### config.mk
export PLATFORM = sky130hd
export DESIGN_NAME = ascii_command_frame_parser
export DESIGN_NICKNAME = d
export VERILOG_FILES = /design/src/hdl/acfp_pkg.sv /design/src/hdl/ascii_command_frame_parser.sv
export SDC_FILE = /design/constraint.sdc
export NUM_CORES = 1
export LEC_CHECK = 0
export BUFFER_PORTS_ARGS = -buffer_cell sky130_fd_sc_hd__buf_2
export CELL_PAD_IN_SITES_DETAIL_PLACEMENT = 1
export CELL_PAD_IN_SITES_GLOBAL_PLACEMENT = 1
export CORE_ASPECT_RATIO = 1.75
export CORE_MARGIN = 3
export CORE_UTILIZATION = 51
export DETAILED_ROUTE_END_ITERATION = 7
export PLACE_DENSITY = 0.83
export SYNTH_ARGS = -nofsm -noshare
export SYNTH_HDL_FRONTEND = slang
export SYNTH_SLANG_ARGS = --single-unit
### constraint.sdc
create_clock -name clk -period 4.9 [get_ports clk]
set_clock_uncertainty 0.2 [all_clocks]
set_input_delay 0.98 -clock clk [delete_from_list [all_inputs] [get_ports clk]]
set_output_delay 0.98 -clock clk [all_outputs]
set_load 0.02 [all_outputs]
### src/hdl/acfp_pkg.sv
// ----------------------------------------------------------------------------
// acfp_pkg
// Shared constants and types for the ASCII command frame parser.
// ----------------------------------------------------------------------------
package acfp_pkg;

	// Frame opening and special characters.
	localparam logic [7:0] CH_AT    = 8'h40; // '@' opens a dosing frame
	localparam logic [7:0] CH_P     = 8'h50; // 'P' opens a wash frame
	localparam logic [7:0] CH_EQ    = 8'h3D; // '=' opens a start frame
	localparam logic [7:0] CH_CR    = 8'h0D;
	localparam logic [7:0] CH_LF    = 8'h0A;
	localparam logic [7:0] CH_ZERO  = 8'h30;
	localparam logic [7:0] CH_TWO   = 8'h32;
	localparam logic [7:0] CH_NINE  = 8'h39;

	// Digits in each parameter frame.
	localparam logic [3:0] DOSE_LEN = 4'd14;
	localparam logic [3:0] WASH_LEN = 4'd11;

	// Digit positions where each field ends (inclusive).
	localparam logic [3:0] POS_MODE   = 4'd0;
	localparam logic [3:0] POS_VOLUME = 4'd4;
	localparam logic [3:0] POS_SPEED  = 4'd7;
	localparam logic [3:0] POS_RATIO  = 4'd10;

	// Result frame kinds.
	localparam logic [1:0] KIND_DOSE    = 2'd0;
	localparam logic [1:0] KIND_WASH    = 2'd1;
	localparam logic [1:0] KIND_START   = 2'd2;
	localparam logic [1:0] KIND_UNKNOWN = 2'd3;

	localparam logic [3:0] RESET_MODE = 4'd2;

	// One stored parameter set.
	typedef struct packed {
		logic [3:0]  mode;
		logic [13:0] volume;
		logic [9:0]  speed;
		logic [9:0]  ratio;
		logic [9:0]  reverse;
	} param_set_t;

	function automatic logic is_digit(input logic [7:0] b);
		return (b >= CH_ZERO) && (b <= CH_NINE);
	endfunction

endpackage

### src/hdl/ascii_command_frame_parser.sv
// ----------------------------------------------------------------------------
// ascii_command_frame_parser
// Parses received serial bytes into dosing, wash and start command frames
// and reports one ack or nack beat, with the stored values, per frame and per stray byte.
// ----------------------------------------------------------------------------
//
//  Channel | Direction | Handshake           | Payload
//  --------+-----------+---------------------+-----------------------------------
//  input   | in        | in_valid, in_stall  | rx_byte
//  result  | out       | out_valid, out_stall| nack, frame_kind, mode_digit,
//          |           |                     | volume, speed, ratio, reverse_pct,
//          |           |                     | button_byte, move_byte
//
// Each byte is first captured in an input register; from there the parser
// logic updates the frame state and, for a byte that ends a frame, loads
// the result register. One byte is taken every cycle while the result side
// keeps up. The input stalls only when a byte waits in the input register
// and the result register holds a beat that is itself stalled.
// Reset is asynchronous and active low; afterwards the parser is idle and
// the stored values hold their defaults (mode 2, zeros, start bytes '0').

module ascii_command_frame_parser (
	input  logic        clk,
	input  logic        arst_n,
	input  logic        in_valid,
	output logic        in_stall,
	input  logic [7:0]  rx_byte,
	output logic        out_valid,
	input  logic        out_stall,
	output logic        nack,
	output logic [1:0]  frame_kind,
	output logic [3:0]  mode_digit,
	output logic [13:0] volume,
	output logic [9:0]  speed,
	output logic [9:0]  ratio,
	output logic [9:0]  reverse_pct,
	output logic [7:0]  button_byte,
	output logic [7:0]  move_byte
);
	import acfp_pkg::*;

	typedef enum logic [1:0] {
		PH_IDLE,
		PH_DOSE,
		PH_WASH,
		PH_START
	} phase_t;

	// Input register.
	logic       valid_s1;
	logic [7:0] byte_s1;

	// Parser state.
	phase_t     phase_q;
	logic [3:0] digit_count_q;
	logic [3:0] pend_mode_q;
	logic [13:0] pend_volume_q;
	logic [9:0] pend_speed_q;
	logic [9:0] pend_ratio_q;
	logic [9:0] pend_reverse_q;
	param_set_t dose_q;
	param_set_t wash_q;
	logic [7:0] button_q;
	logic [7:0] move_q;

	// Result register.
	logic       out_valid_q;
	logic       nack_q;
	logic [1:0] kind_q;
	param_set_t res_set_q;
	logic [7:0] res_button_q;
	logic [7:0] res_move_q;

	// Next-state values from the parser logic.
	phase_t     phase_d;
	logic [3:0] digit_count_d;
	logic [3:0] pend_mode_d;
	logic [13:0] pend_volume_d;
	logic [9:0] pend_speed_d;
	logic [9:0] pend_ratio_d;
	logic [9:0] pend_reverse_d;
	param_set_t dose_d;
	param_set_t wash_d;
	logic [7:0] button_d;
	logic [7:0] move_d;
	logic       emit;
	logic       nack_d;
	logic [1:0] kind_d;
	param_set_t res_set_d;

	logic       advance;
	logic [3:0] digit_val;
	logic [3:0] count_inc;
	logic [3:0] frame_len;

	// The byte in the input register moves on whenever the result register
	// is free or is being emptied in this cycle.
	assign advance  = !out_valid_q || !out_stall;
	assign in_stall = valid_s1 && !advance;

	assign digit_val = byte_s1[3:0];
	assign count_inc = digit_count_q + 4'd1;
	assign frame_len = (phase_q == PH_DOSE) ? DOSE_LEN : WASH_LEN;

	always_comb begin
		phase_d        = phase_q;
		digit_count_d  = digit_count_q;
		pend_mode_d    = pend_mode_q;
		pend_volume_d  = pend_volume_q;
		pend_speed_d   = pend_speed_q;
		pend_ratio_d   = pend_ratio_q;
		pend_reverse_d = pend_reverse_q;
		dose_d         = dose_q;
		wash_d         = wash_q;
		button_d       = button_q;
		move_d         = move_q;
		emit           = 1'b0;
		nack_d         = 1'b0;
		kind_d         = KIND_UNKNOWN;

		case (phase_q)
			PH_IDLE: begin
				if (byte_s1 == CH_AT) begin
					phase_d = PH_DOSE;
				end else if (byte_s1 == CH_P) begin
					phase_d = PH_WASH;
				end else if (byte_s1 == CH_EQ) begin
					phase_d = PH_START;
				end else if (byte_s1 != CH_CR && byte_s1 != CH_LF) begin
					// Unrecognised byte outside a frame: nack, nothing stored.
					emit   = 1'b1;
					nack_d = 1'b1;
					kind_d = KIND_UNKNOWN;
				end
			end
			PH_START: begin
				if (digit_count_q == 4'd0) begin
					button_d      = byte_s1;
					digit_count_d = 4'd1;
				end else begin
					// Both raw bytes are kept; the check only picks ack or nack.
					move_d = byte_s1;
					emit   = 1'b1;
					kind_d = KIND_START;
					nack_d = !(is_digit(button_q) && is_digit(byte_s1) &&
						(button_q <= CH_TWO));
				end
			end
			PH_DOSE, PH_WASH: begin
				kind_d = (phase_q == PH_DOSE) ? KIND_DOSE : KIND_WASH;
				if (!is_digit(byte_s1)) begin
					// Bad digit aborts the frame; stored values stay as they were.
					emit   = 1'b1;
					nack_d = 1'b1;
				end else begin
					// Mode takes its digit; other digits shift their field one decimal place.
					if (digit_count_q == POS_MODE) begin
						pend_mode_d = digit_val;
					end else if (digit_count_q <= POS_VOLUME) begin
						pend_volume_d = pend_volume_q * 14'd10 + 14'(digit_val);
					end else if (digit_count_q <= POS_SPEED) begin
						pend_speed_d = pend_speed_q * 10'd10 + 10'(digit_val);
					end else if (digit_count_q <= POS_RATIO && phase_q == PH_DOSE) begin
						pend_ratio_d = pend_ratio_q * 10'd10 + 10'(digit_val);
					end else begin
						pend_reverse_d = pend_reverse_q * 10'd10 + 10'(digit_val);
					end
					digit_count_d = count_inc;
					if (count_inc == frame_len) begin
						// Last digit: commit the whole frame at once.
						emit = 1'b1;
						if (phase_q == PH_DOSE) begin
							dose_d.mode    = pend_mode_d;
							dose_d.volume  = pend_volume_d;
							dose_d.speed   = pend_speed_d;
							dose_d.ratio   = pend_ratio_d;
							dose_d.reverse = pend_reverse_d;
						end else begin
							wash_d.mode    = pend_mode_d;
							wash_d.volume  = pend_volume_d;
							wash_d.speed   = pend_speed_d;
							wash_d.reverse = pend_reverse_d;
						end
					end
				end
			end
			default: begin
				phase_d = PH_IDLE;
			end
		endcase

		// Opening a frame or ending one clears the pending digits.
		if (emit || phase_q == PH_IDLE) begin
			if (emit) begin
				phase_d = PH_IDLE;
			end
			digit_count_d  = 4'd0;
			pend_mode_d    = 4'd0;
			pend_volume_d  = 14'd0;
			pend_speed_d   = 10'd0;
			pend_ratio_d   = 10'd0;
			pend_reverse_d = 10'd0;
		end

		// The result reports wash values for wash frames and dosing values
		// otherwise; the ratio always comes from the dosing set.
		res_set_d       = (kind_d == KIND_WASH) ? wash_d : dose_d;
		res_set_d.ratio = dose_d.ratio;
	end

	always_ff @(posedge clk or negedge arst_n) begin
		if (!arst_n) begin
			valid_s1       <= 1'b0;
			byte_s1        <= 8'd0;
			phase_q        <= PH_IDLE;
			digit_count_q  <= 4'd0;
			pend_mode_q    <= 4'd0;
			pend_volume_q  <= 14'd0;
			pend_speed_q   <= 10'd0;
			pend_ratio_q   <= 10'd0;
			pend_reverse_q <= 10'd0;
			dose_q         <= '{mode: RESET_MODE, default: '0};
			wash_q         <= '{mode: RESET_MODE, default: '0};
			button_q       <= CH_ZERO;
			move_q         <= CH_ZERO;
			out_valid_q    <= 1'b0;
			nack_q         <= 1'b0;
			kind_q         <= KIND_DOSE;
			res_set_q      <= '0;
			res_button_q   <= 8'd0;
			res_move_q     <= 8'd0;
		end else begin
			if (in_valid && !in_stall) begin
				byte_s1 <= rx_byte;
			end
			if (!in_stall) begin
				valid_s1 <= in_valid;
			end

			if (out_valid_q && !out_stall) begin
				out_valid_q <= 1'b0;
			end

			if (valid_s1 && advance) begin
				phase_q        <= phase_d;
				digit_count_q  <= digit_count_d;
				pend_mode_q    <= pend_mode_d;
				pend_volume_q  <= pend_volume_d;
				pend_speed_q   <= pend_speed_d;
				pend_ratio_q   <= pend_ratio_d;
				pend_reverse_q <= pend_reverse_d;
				dose_q         <= dose_d;
				wash_q         <= wash_d;
				button_q       <= button_d;
				move_q         <= move_d;
				if (emit) begin
					out_valid_q  <= 1'b1;
					nack_q       <= nack_d;
					kind_q       <= kind_d;
					res_set_q    <= res_set_d;
					res_button_q <= button_d;
					res_move_q   <= move_d;
				end
			end
		end
	end

	assign out_valid   = out_valid_q;
	assign nack        = nack_q;
	assign frame_kind  = kind_q;
	assign mode_digit  = res_set_q.mode;
	assign volume      = res_set_q.volume;
	assign speed       = res_set_q.speed;
	assign ratio       = res_set_q.ratio;
	assign reverse_pct = res_set_q.reverse;
	assign button_byte = res_button_q;
	assign move_byte   = res_move_q;

	// An unrecognised byte can only ever be reported as a nack.
	a_unknown_is_nack: assert property (@(posedge clk) disable iff (!arst_n)
		out_valid_q && kind_q == KIND_UNKNOWN |-> nack_q)
		else $error("unrecognised byte reported as ack");

	// The digit counter never reaches the longest frame length.
	a_count_range: assert property (@(posedge clk) disable iff (!arst_n)
		digit_count_q < DOSE_LEN)
		else $error("digit counter out of range");

	// A start frame holds at most its button byte between beats.
	a_start_count: assert property (@(posedge clk) disable iff (!arst_n)
		phase_q == PH_START |-> digit_count_q <= 4'd1)
		else $error("start frame counter out of range");

	// The input only stalls with a byte held behind a stalled result.
	a_stall_cause: assert property (@(posedge clk) disable iff (!arst_n)
		in_stall |-> valid_s1 && out_valid_q && out_stall)
		else $error("input stalled without cause");

	// Reported decimal values stay within their digit counts.
	a_value_range: assert property (@(posedge clk) disable iff (!arst_n)
		out_valid_q |-> res_set_q.volume <= 14'd9999 && res_set_q.speed <= 10'd999 &&
			res_set_q.ratio <= 10'd999 && res_set_q.reverse <= 10'd999)
		else $error("reported value out of decimal range");

endmodule
Word level (Yosys, flattened, before mapping)

Index checks and enable logic that the tools add are counted.

$add $sub $neg: 5
Multipliers: 4
Magnitude comparators: 8
Eq/ne operators: 12
Mux-type cells: 74
Reductions and logical operators: 26

Operators by type and width:

| cell                                                                  | number |
|---|---|
| 10-bit 2-to-1 mux                                                     | 24 |
| 48-bit 2-to-1 mux                                                     | 5 |
| 28-bit 2-to-1 mux                                                     | 4 |
| 14-bit 2-to-1 mux                                                     | 5 |
| 8-bit 2-to-1 mux                                                      | 4 |
| 10-bit by 4-bit adder with 10-bit output                              | 3 |
| 10-bit by 3-bit multiplier with 9-bit output, second input constant   | 3 |
| 4-bit 2-to-1 mux                                                      | 7 |
| 8-bit by 6-bit <= comparator with 1-bit output, second input constant | 3 |
| 8-bit by 7-bit == test with 1-bit output, second input constant       | 2 |
| 8-bit by 6-bit >= comparator with 1-bit output, second input constant | 2 |
| 8-bit by 4-bit != test with 1-bit output, second input constant       | 2 |
| 14-bit by 4-bit adder with 14-bit output                              | 1 |
| 14-bit by 3-bit multiplier with 13-bit output, second input constant  | 1 |
| 1-bit 2-to-1 mux                                                      | 14 |
| 2-bit 2-to-1 mux                                                      | 6 |
| 1-bit logical AND                                                     | 10 |
| 8-bit by 6-bit == test with 1-bit output, second input constant       | 1 |
| 4-bit by 3-bit <= comparator with 1-bit output, second input constant | 2 |
| 4-bit one-hot mux with 2 select lines                                 | 1 |
| 3-bit != test, second input constant                                  | 2 |
| 1-bit one-hot mux with 3 select lines                                 | 2 |
| 2-bit one-hot mux with 3 select lines                                 | 1 |
| 1-bit zero test                                                       | 5 |
| other kinds (15)                                                      | 19 |

Flip-flop bits (word level): 233
Bits of input ports: 12
Word-level logic and storage cells: 159

Longest topological paths before layout

Gate-level depths: netlist of run 1.

Word-level depth: 11
Depth in mapped cells: 13
Mapped depth without buffers: 12

Worst setup path before layout of run 1

OpenSTA, ideal clock, no wires.

Path kind: register -> register
Start: reg pend_ratio_q[1]
End: reg res_set_q (netlist bit ratio[9])
Setup time: 0.065 ns
Arrival: 3.052 ns
Data required time: 4.635 ns
Setup slack: 1.583 ns
Cell stages (with the launch flop): 12
Path buffers: 0
Period minus slack after synthesis: 3.317 ns
Cells stage by stage: dfrtp_1 -> ha_1 -> ha_1 -> inv_1 -> fa_1 -> xor2_1 -> or3_1 -> nor4b_1 -> xnor3_1 -> nor2b_1 -> o311ai_1 -> o21a_1

Longest elaborated chain between the ends: 10

RTL lines:

| what                                         | RTL line                          | RTL |
|---|---|---|
| start, declared                              | ascii_command_frame_parser.sv:59  | `logic [9:0] pend_ratio_q;` |
| start signal, assigned                       | ascii_command_frame_parser.sv:250 | `pend_ratio_q <= pend_ratio_d;` |
| 10-bit by 3-bit multiplier with 9-bit output | ascii_command_frame_parser.sv:164 | `pend_ratio_d = pend_ratio_q * 10'd10 + 10'(digit_val);` |
| 10-bit by 4-bit adder with 10-bit output     | ascii_command_frame_parser.sv:164 |  |
| 10-bit 2-to-1 mux                            | ascii_command_frame_parser.sv:163 | `end else if (digit_count_q <= POS_RATIO && phase_q == PH_DOSE) begin` |
| 10-bit 2-to-1 mux                            | ascii_command_frame_parser.sv:161 | `end else if (digit_count_q <= POS_SPEED) begin` |
| 10-bit 2-to-1 mux                            | ascii_command_frame_parser.sv:159 | `end else if (digit_count_q <= POS_VOLUME) begin` |
| 10-bit 2-to-1 mux                            | ascii_command_frame_parser.sv:157 | `if (digit_count_q == POS_MODE) begin` |
| 48-bit 2-to-1 mux                            | ascii_command_frame_parser.sv:172 | `if (phase_q == PH_DOSE) begin` |
| 48-bit 2-to-1 mux                            | ascii_command_frame_parser.sv:169 | `if (count_inc == frame_len) begin` |
| 48-bit 2-to-1 mux                            | ascii_command_frame_parser.sv:151 | `if (!is_digit(byte_s1)) begin` |
| 48-bit 2-to-1 mux                            | ascii_command_frame_parser.sv:121 | `case (phase_q)` |
| end signal, assigned                         | ascii_command_frame_parser.sv:260 | `res_set_q <= res_set_d;` |
| end, declared                                | ascii_command_frame_parser.sv:70  | `param_set_t res_set_q;` |

No other way between the ends.
A chain may end at the register's enable or synchronous reset.

Worst setup path after layout of run 1

Start: reg byte_s1[2]
End: reg res_set_q (netlist bit ratio[9])

Longest elaborated chain between the ends: 9
Elaborated cells between the ends (all ways): 25
Classes of those cells: add/sub: 1; order compare: 2; eq/ne: 5; mux: 14; reduce/logical: 3

RTL lines:

| what                                     | RTL line                          | RTL |
|---|---|---|
| start, declared                          | ascii_command_frame_parser.sv:51  | `logic [7:0] byte_s1;` |
| start signal, assigned                   | ascii_command_frame_parser.sv:234 | `byte_s1 <= rx_byte;` |
| 10-bit by 4-bit adder with 10-bit output | ascii_command_frame_parser.sv:164 |  |
| 10-bit 2-to-1 mux                        | ascii_command_frame_parser.sv:163 |  |
| 10-bit 2-to-1 mux                        | ascii_command_frame_parser.sv:161 |  |
| 10-bit 2-to-1 mux                        | ascii_command_frame_parser.sv:159 |  |
| 10-bit 2-to-1 mux                        | ascii_command_frame_parser.sv:157 |  |
| 48-bit 2-to-1 mux                        | ascii_command_frame_parser.sv:172 |  |
| 48-bit 2-to-1 mux                        | ascii_command_frame_parser.sv:169 |  |
| 48-bit 2-to-1 mux                        | ascii_command_frame_parser.sv:151 |  |
| 48-bit 2-to-1 mux                        | ascii_command_frame_parser.sv:121 |  |

Parallel ways exist; a longest one is shown, timed or not.

==> run_summary.xml, run 1 <==
<?xml version="1.0" encoding="UTF-8"?>
<metrics>
  <group name="routing">
    <metric name="num_vias" unit="">11450</metric>
    <metric name="via_per_inst" unit="">6.122</metric>
    <metric name="drc" unit="">0</metric>
    <metric name="drt-total-wl" unit="um">40640</metric>
    <metric name="drt_iter0_markers" unit="">605</metric>
    <metric name="detail_route.wl_per_cell" unit="um">21.72</metric>
    <metric name="first_pass_iters" unit="">4</metric>
    <metric name="detail-route-antenna-nets" unit="">0</metric>
  </group>
  <group name="yosys">
    <metric name="dominant_combinational_cell_family_by_area_after_synthesis" unit="">compound AO/OA/AOI/OAI gates</metric>
    <metric name="compound_cell_area_share_of_the_yosys_netlist" unit="%">20.08</metric>
    <metric name="synth_sequential_area_ratio" unit="%">43.93</metric>
    <metric name="parity_gate_share_of_the_synthesized_area_counting_xor_and_xnor_cells" unit="%">3.408</metric>
    <metric name="synth.area.mux_share" unit="%">3.963</metric>
    <metric name="postSynthAreaPerCell" unit="um2">8.890</metric>
    <metric name="synthCells" unit="">1495</metric>
    <metric name="yosys.area_share.simple" unit="%">16.58</metric>
    <metric name="synthesis.nets" unit="">1586</metric>
    <metric name="ys_top_cells_by_area" unit="">sky130_fd_sc_hd__dfrtp_1, sky130_fd_sc_hd__ha_1, sky130_fd_sc_hd__nand2_1</metric>
    <metric name="synth_fa_ha_area_share" unit="%">7.889</metric>
    <metric name="post-synth-top-area-cell" unit="">sky130_fd_sc_hd__dfrtp_1</metric>
    <metric name="synth_enable_flop_cells" unit="">0</metric>
    <metric name="yosysWarningCount" unit="">0</metric>
    <metric name="synth_top_area_share" unit="%">42.74</metric>
    <metric name="synth_top_flop_cell" unit="">sky130_fd_sc_hd__dfrtp_1</metric>
    <metric name="netlist_area" unit="um2">13290</metric>
    <metric name="synth_seq_cells" unit="">233</metric>
    <metric name="synth.distinct_cells" unit="">77</metric>
    <metric name="async_flop_share" unit="%">100.0</metric>
  </group>
  <group name="layout">
    <metric name="finalNetCount" unit="">1629</metric>
    <metric name="syn2layout_area_growth" unit="%">11.73</metric>
    <metric name="fin_area" unit="um2">14850</metric>
    <metric name="number_of_filler_instances_in_the_final_layout" unit="">2962</metric>
    <metric name="num_antenna_cells" unit="">0</metric>
    <metric name="layout_cells_sized_above_1" unit="%">12.80</metric>
  </group>
  <group name="floorplan">
    <metric name="die_width" unit="um">128.0</metric>
    <metric name="die_height" unit="um">219.6</metric>
    <metric name="start_util" unit="%">52.25</metric>
    <metric name="floorplan.core_area" unit="um2">25430</metric>
    <metric name="dieArea" unit="um2">28110</metric>
    <metric name="num_io_pins" unit="">81</metric>
    <metric name="rows" unit="">77</metric>
  </group>
  <group name="worst_setup_path">
    <metric name="regToRegEndpoint" unit="">ratio[9]</metric>
    <metric name="crit_path_max_fanout" unit="">13</metric>
    <metric name="ff2ff_setup_slack" unit="ns">0.69</metric>
    <metric name="worst_r2r_path_depth" unit="">10</metric>
    <metric name="timing.critical_path.to_type" unit="">register</metric>
    <metric name="source_of_the_worst_register_to_register_timing_path" unit="">byte_s1[2]</metric>
    <metric name="timing.critical_path.required" unit="ns">5.17</metric>
    <metric name="worst_setup_path_startpoint" unit="">byte_s1[2]</metric>
    <metric name="worstSetupStartpointType" unit="">register</metric>
    <metric name="critPathKind" unit="">reg -&gt; reg</metric>
    <metric name="cp_data_arrival_time" unit="ns">4.48</metric>
  </group>
  <group name="power">
    <metric name="fin_total_pwr" unit="mW">4.681</metric>
    <metric name="power_density" unit="nW/um2">315.2</metric>
    <metric name="leakagePower" unit="nW">6.810</metric>
    <metric name="worst_ir_drop_vdd" unit="V">0.0003132</metric>
  </group>
  <group name="cts">
    <metric name="post_cts_buffers" unit="">0</metric>
    <metric name="root_buffer" unit="">sky130_fd_sc_hd__clkbuf_16</metric>
    <metric name="cts-hold-fix-buffers" unit="">0</metric>
    <metric name="clock-sinks" unit="">233</metric>
    <metric name="post_cts_resized" unit="">0</metric>
    <metric name="cts_tree" unit="">yes</metric>
    <metric name="clk-insertion-delay-late" unit="ns">0.54</metric>
    <metric name="h-tree-depth" unit="">1</metric>
    <metric name="clock_path_buffers" unit="">3</metric>
    <metric name="clock_edge_transition_at_the_registers_on_the_reported_setup_and_hold_paths" unit="ns">0.06</metric>
    <metric name="cts_inserted_buffers" unit="">24</metric>
  </group>
  <group name="sta">
    <metric name="worst_slew_pin_slew" unit="ns">1.053</metric>
    <metric name="setup_viol" unit="">0</metric>
    <metric name="max_freq" unit="GHz">0.2375</metric>
    <metric name="slew-limit-headroom" unit="%">29.14</metric>
    <metric name="finalCriticalPeriod" unit="ns">4.210</metric>
    <metric name="whs" unit="ns">0.1852</metric>
    <metric name="rsz0062_at_grt" unit="">no</metric>
    <metric name="finalWorstSetupSlack" unit="ns">0.6902</metric>
    <metric name="min_period_over_period" unit="%">85.91</metric>
    <metric name="timing_max_transition_violations_final" unit="">0</metric>
    <metric name="setup_total_negative_slack" unit="ns">0</metric>
    <metric name="finalHoldViolations" unit="">0</metric>
  </group>
  <group name="global_routing">
    <metric name="grt_overflow_total" unit="">0</metric>
    <metric name="global_route_wire_length_before_repair" unit="um">66050</metric>
    <metric name="grt_antenna_before_repair" unit="">0</metric>
    <metric name="grt_max_degree" unit="">96</metric>
    <metric name="grt_use_total" unit="%">29.28</metric>
    <metric name="via_count_of_the_first_global_routing_pass" unit="">12580</metric>
  </group>
  <group name="placement">
    <metric name="place_worst_setup_slack" unit="ns">0.7515</metric>
    <metric name="final_weighted_congestion_in_routability_driven_placement" unit="">0.8409</metric>
    <metric name="placed_area" unit="um2">13960</metric>
    <metric name="buffer_ports.inserted" unit="">80</metric>
    <metric name="detailed_place_hpwl" unit="um">27410</metric>
  </group>
  <group name="job">
    <metric name="drv_cap" unit="">0</metric>
  </group>
  <group name="status">
    <metric name="result_of_the_run" unit="">completed</metric>
  </group>
  <group name="min_path">
    <metric name="worstHoldPathType" unit="">in -&gt; async</metric>
  </group>
</metrics>
-- state kept, by name, indices dropped and copies added, names as in the netlist, 4 cells and up --
signal	flops
button_byte	8
button_q	8
byte_s1	8
digit_count_q	4
dose_q	48
mode_digit	4
move_byte	8
move_q	8
pend_mode_q	4
pend_ratio_q	10
pend_reverse_q	10
pend_speed_q	10
pend_volume_q	14
ratio	10
reverse_pct	10
speed	10
volume	14
wash_q	38
-- routing by layer --
metal	part of all wire (%)	GRT usage, %	up-vias
met5	0	0	-
met4	3.8	11.90	0
met3	3.3	2.789	96
met1	39	33.66	5791
met2	54	54.92	260
li1	-	-	5307
-- synthesized netlist by cell type (all sizes together) (6+ instances only) --
cell type  instances
a211oi            41
a21o              14
a21oi            124
a31oi             12
buf               39
clkbuf            52
dfrtp            227
dfstp              6
fa                 8
ha                71
inv               37
mux2              21
mux2i             29
nand2            225
nand2b            10
nand3             14
nor2             190
nor2b             15
nor3              17
nor4               6
o21a               9
o21ai            168
o31ai             31
xnor2             18
xor2              26
-- power breakdown --
| group | switching (mW) | leakage [nW] | internal [mW] |
|---|---|---|---|
| Sequential | 0.0894 | 3.16 | 2.03 |
| Combinational | 0.332 | 3.23 | 0.151 |
| Clock | 0.823 | 0.427 | 1.26 |
| Total | 1.24 | 6.81 | 3.44 |
-- placed cells by master, fill, tap and decap left out, types with 15 or more instances in the layout --
| cell | instances |
|---|---|
| sky130_fd_sc_hd__a211oi_1 | 41 |
| sky130_fd_sc_hd__mux2_2 | 21 |
| sky130_fd_sc_hd__o31ai_1 | 31 |
| sky130_fd_sc_hd__xor2_1 | 26 |
| sky130_fd_sc_hd__nor2_1 | 188 |
| sky130_fd_sc_hd__o21ai_0 | 161 |
| sky130_fd_sc_hd__buf_4 | 26 |
| sky130_fd_sc_hd__ha_1 | 69 |
| sky130_fd_sc_hd__dfrtp_1 | 227 |
| sky130_fd_sc_hd__inv_1 | 37 |
| sky130_fd_sc_hd__buf_2 | 79 |
| sky130_fd_sc_hd__nand2_1 | 223 |
| sky130_fd_sc_hd__a21oi_1 | 122 |
| sky130_fd_sc_hd__mux2i_1 | 29 |
| sky130_fd_sc_hd__xnor2_1 | 18 |
| sky130_fd_sc_hd__nor2b_1 | 15 |
| sky130_fd_sc_hd__clkbuf_16 | 25 |
-- worst max-delay path by stage --
stage,cells past startpoint,slack (ns),to
finish,10,0.69,ratio[9]
detailed placement,10,0.75,ratio[9]
floorplan,11,1.58,ratio[9]
global placement,10,0.96,ratio[9]
global route,10,0.58,ratio[9]
CTS,10,0.72,ratio[9]
-- layout make-up --
class | count | area (um2) | share of cell area (%)
Clock inverter | 12 | 196.4 | 1.323
Clock buffer | 31 | 688.2 | 4.634
Multi-Input combinational cell | 1134 | 6947 | 46.78
Sequential cell | 233 | 5838 | 39.32
Tap cell | 316 | 395.4 | 2.663
Timing Repair Buffer | 108 | 645.6 | 4.348
Inverter | 37 | 138.9 | 0.9353
-- logic make-up after synthesis --
logic type	count (synthesis)
AND/OR/NAND/NOR	513
AO/OA/AOI/OAI	445
flip-flops	233
buffers and inverters	128
adder cells (fa/ha/maj)	79
multiplexers	50
XOR/XNOR	47
-- critical path, stage by stage (launching register included) --
cell                       delay, ns
sky130_fd_sc_hd__dfrtp_1        0.77
sky130_fd_sc_hd__inv_1          0.48
sky130_fd_sc_hd__fa_1           0.54
sky130_fd_sc_hd__nor2b_1        0.17
sky130_fd_sc_hd__o21ai_0        0.15
sky130_fd_sc_hd__or3_1          0.39
sky130_fd_sc_hd__nor4b_1        0.37
sky130_fd_sc_hd__xnor3_1        0.45
sky130_fd_sc_hd__nor2b_1        0.17
sky130_fd_sc_hd__o311ai_1       0.30
sky130_fd_sc_hd__o21a_1         0.16
-- metrics by stage --
stage          instances  util [%]
6_report            1871     58.38
5_1_grt             1871     58.38
4_1_cts             1871     58.38
3_5_place_dp        1828     54.90
3_3_place_gp        1828     54.90
2_1_floorplan       1495         -
Note: power is estimated with default switching activity, not from simulation.
==> inputs of run 2 (changes only) <==
--- a/config.mk
+++ b/config.mk
@@ -9,10 +9,10 @@
 export CELL_PAD_IN_SITES_DETAIL_PLACEMENT = 1
 export CELL_PAD_IN_SITES_GLOBAL_PLACEMENT = 1
 export CORE_ASPECT_RATIO = 1.75
-export CORE_MARGIN = 3
 export CORE_UTILIZATION = 51
 export DETAILED_ROUTE_END_ITERATION = 7
 export PLACE_DENSITY = 0.83
+export SETUP_SLACK_MARGIN = 0.3
 export SYNTH_ARGS = -nofsm -noshare
 export SYNTH_HDL_FRONTEND = slang
 export SYNTH_SLANG_ARGS = --single-unit
==> run_summary.xml, run 2 (synthesis gave the netlist of run 1 again) <==
<?xml version="1.0" encoding="UTF-8"?>
<metrics>
  <group name="status">
    <metric name="result_of_the_run" unit="">completed</metric>
  </group>
  <group name="job">
    <metric name="drv_cap" unit="">0</metric>
  </group>
  <group name="worst_setup_path">
    <metric name="cp_data_arrival_time" unit="ns">4.45</metric>
    <metric name="regToRegEndpoint" unit="">ratio[9]</metric>
    <metric name="critical_path.slowest_cell" unit="">sky130_fd_sc_hd__dfrtp_1</metric>
    <metric name="timing.critical_path.to_type" unit="">register</metric>
    <metric name="crit_path_max_fanout" unit="">13</metric>
    <metric name="source_of_the_worst_register_to_register_timing_path" unit="">byte_s1[2]</metric>
    <metric name="worstSetupStartpointType" unit="">register</metric>
    <metric name="critPathKind" unit="">reg -&gt; reg</metric>
    <metric name="cp_common_cell" unit="">sky130_fd_sc_hd__nor2b_1</metric>
    <metric name="worst_r2r_path_depth" unit="">10</metric>
    <metric name="timing.critical_path.required" unit="ns">5.17</metric>
    <metric name="ff2ff_setup_slack" unit="ns">0.72</metric>
    <metric name="slowest_delay" unit="ns">0.77</metric>
    <metric name="worst_setup_path_startpoint" unit="">byte_s1[2]</metric>
    <metric name="crit_end" unit="">ratio[9]</metric>
    <metric name="critical_path_cell_by_cell" unit="">inv_1 &gt; fa_1 &gt; nor2b_1 &gt; o21ai_0 &gt; or3_1 &gt; nor4b_1 &gt; xnor3_1 &gt; nor2b_1 &gt; o311ai_1 &gt; o21a_1</metric>
  </group>
  <group name="floorplan">
    <metric name="num_io_pins" unit="">81</metric>
    <metric name="dieArea" unit="um2">26730</metric>
    <metric name="rows" unit="">77</metric>
    <metric name="start_util" unit="%">52.25</metric>
    <metric name="die_height" unit="um">215.6</metric>
    <metric name="die_width" unit="um">124.0</metric>
    <metric name="floorplan.core_area" unit="um2">25430</metric>
  </group>
  <group name="power">
    <metric name="clock_power_share" unit="%">42.8</metric>
    <metric name="pint" unit="mW">3.325</metric>
    <metric name="seqPwrFrac" unit="%">46.5</metric>
    <metric name="power_density" unit="nW/um2">307.5</metric>
    <metric name="p_sw" unit="mW">1.224</metric>
    <metric name="comb_power_share" unit="%">10.7</metric>
    <metric name="fin_total_pwr" unit="mW">4.549</metric>
    <metric name="leakagePower" unit="nW">6.797</metric>
    <metric name="worst_ir_drop_vdd" unit="V">0.0002979</metric>
    <metric name="power.switching_fraction" unit="%">26.91</metric>
  </group>
  <group name="placement">
    <metric name="buffer_ports.inserted" unit="">80</metric>
    <metric name="detailed_place_hpwl" unit="um">27500</metric>
    <metric name="final_weighted_congestion_in_routability_driven_placement" unit="">0.8374</metric>
  </group>
  <group name="sta">
    <metric name="finalHoldViolations" unit="">0</metric>
    <metric name="rsz0062_at_grt" unit="">no</metric>
    <metric name="setup_viol" unit="">0</metric>
    <metric name="slew-limit-headroom" unit="%">35.18</metric>
    <metric name="finalCriticalPeriod" unit="ns">4.184</metric>
    <metric name="min_period_over_period" unit="%">85.38</metric>
    <metric name="timing_max_transition_violations_final" unit="">0</metric>
    <metric name="setup_total_negative_slack" unit="ns">0</metric>
    <metric name="worst_slew_pin_slew" unit="ns">0.9722</metric>
    <metric name="max_freq" unit="GHz">0.2390</metric>
  </group>
  <group name="layout">
    <metric name="layout_commonest_cell" unit="">sky130_fd_sc_hd__dfrtp_1</metric>
    <metric name="registers.top_by_ff_count" unit="">dose_q</metric>
    <metric name="final_cell_mix" unit="">sky130_fd_sc_hd__dfrtp_1, sky130_fd_sc_hd__nand2_1, sky130_fd_sc_hd__nor2_1</metric>
    <metric name="finalNetCount" unit="">1631</metric>
    <metric name="syn2layout_area_growth" unit="%">11.32</metric>
    <metric name="registers_with_the_most_flip_flops" unit="">dose_q (48), wash_q (38)</metric>
    <metric name="layout.core_utilization" unit="%">58.17</metric>
    <metric name="largest_register_ffs" unit="">48</metric>
    <metric name="num_antenna_cells" unit="">0</metric>
    <metric name="layout_cells_sized_above_1" unit="%">12.71</metric>
  </group>
  <group name="cts">
    <metric name="root_buffer" unit="">sky130_fd_sc_hd__clkbuf_16</metric>
    <metric name="clk-insertion-delay-late" unit="ns">0.54</metric>
    <metric name="h-tree-depth" unit="">1</metric>
    <metric name="clock_path_buffers" unit="">3</metric>
    <metric name="cts_tree" unit="">yes</metric>
    <metric name="cts_inserted_buffers" unit="">24</metric>
    <metric name="clock_edge_transition_at_the_registers_on_the_reported_setup_and_hold_paths" unit="ns">0.07</metric>
    <metric name="post_cts_buffers" unit="">0</metric>
    <metric name="post_cts_resized" unit="">0</metric>
    <metric name="clock-sinks" unit="">233</metric>
    <metric name="cts-hold-fix-buffers" unit="">0</metric>
  </group>
  <group name="global_routing">
    <metric name="grt_use_total" unit="%">31.88</metric>
    <metric name="global_route_wire_length_before_repair" unit="um">66140</metric>
    <metric name="grt_max_degree" unit="">106</metric>
    <metric name="grt_antenna_before_repair" unit="">0</metric>
    <metric name="grt_overflow_total" unit="">0</metric>
    <metric name="via_count_of_the_first_global_routing_pass" unit="">12790</metric>
  </group>
  <group name="routing">
    <metric name="first_pass_iters" unit="">6</metric>
    <metric name="drt_iter0_markers" unit="">556</metric>
    <metric name="drt-total-wl" unit="um">40810</metric>
    <metric name="drc" unit="">0</metric>
    <metric name="via_per_inst" unit="">6.208</metric>
    <metric name="num_vias" unit="">11630</metric>
    <metric name="detail_route.wl_per_cell" unit="um">21.78</metric>
    <metric name="detail-route-antenna-nets" unit="">0</metric>
  </group>
  <group name="min_path">
    <metric name="worstHoldPathType" unit="">in -&gt; async</metric>
  </group>
</metrics>
## run 2: cell types whose count changed in the layout (fill, tap and decap cells not counted), sizes merged
cell / change
clkbuf: +7
bufinv: -3
buf: +2
clkinvlp: -2
inv: -1
## run 2: cell type report
class,instances,area (um2)
clock buffers,38,744.5
clock inverters,6,82.58
fillers,2998,10640
inverters,37,138.9
multi-input cells,1134,6947
flip-flops and latches,233,5838
well taps,316,395.4
repair buffers,110,648.1
## run 2: metal layers
| metal | vias to the layer above | track usage (%) | part of all wire, % |
|---|---|---|---|
| met5 | - | 0 | 0 |
| met4 | 0 | 16.35 | 5.0 |
| met3 | 141 | 3.990 | 3.5 |
| met2 | 292 | 58.69 | 53 |
| met1 | 5884 | 34.70 | 38 |
| li1 | 5317 | - | - |
## run 2: metrics by stage
step / instance area [um2] / hold slack [ns] / std cells / worst slack (ns)
6_report: 14790 / 0.2450 / 1874 / 0.7162
5_1_grt: 14790 / 0.2995 / 1874 / 0.5340
4_1_cts: 14790 / 0.2784 / 1874 / 0.7745
3_5_place_dp: 13970 / 0.2646 / 1830 / 0.7768
3_3_place_gp: 13970 / 0.2579 / 1830 / 0.9353
2_1_floorplan: 13290 / 0.2447 / 1495 / 1.583
## run 2: power by group through the flow
stage	Combinational, mW	Sequential [mW]	Clock [mW]
floorplan	0.229	2.19	0
global placement	0.470	2.14	0
detailed placement	0.487	2.15	0
CTS	0.492	2.12	1.97
global route	0.540	2.13	2.03
finish	0.488	2.12	1.94
## run 2: worst max-delay path: cells and delay by family (launching register included)
family / cells / cell delay [ns]
AND/OR/NAND/NOR: 4 / 1.04
flip-flops: 1 / 0.77
AO/OA/AOI/OAI: 3 / 0.65
adder cells (fa/ha/maj): 1 / 0.55
buffers and inverters: 1 / 0.47
XOR/XNOR: 1 / 0.43
## run 2: how the worst min path moves through the flow
stage,start,end,slack (ns),cells past startpoint
global route,ratio[2],ratio[2],0.30,2
detailed placement,button_byte[2],button_byte[2],0.26,2
floorplan,dose_q[10],dose_q[10],0.24,2
global placement,button_byte[3],button_byte[3],0.26,2
CTS,button_byte[2],button_byte[2],0.28,2
finish,arst_n,move_byte[7],0.24,1
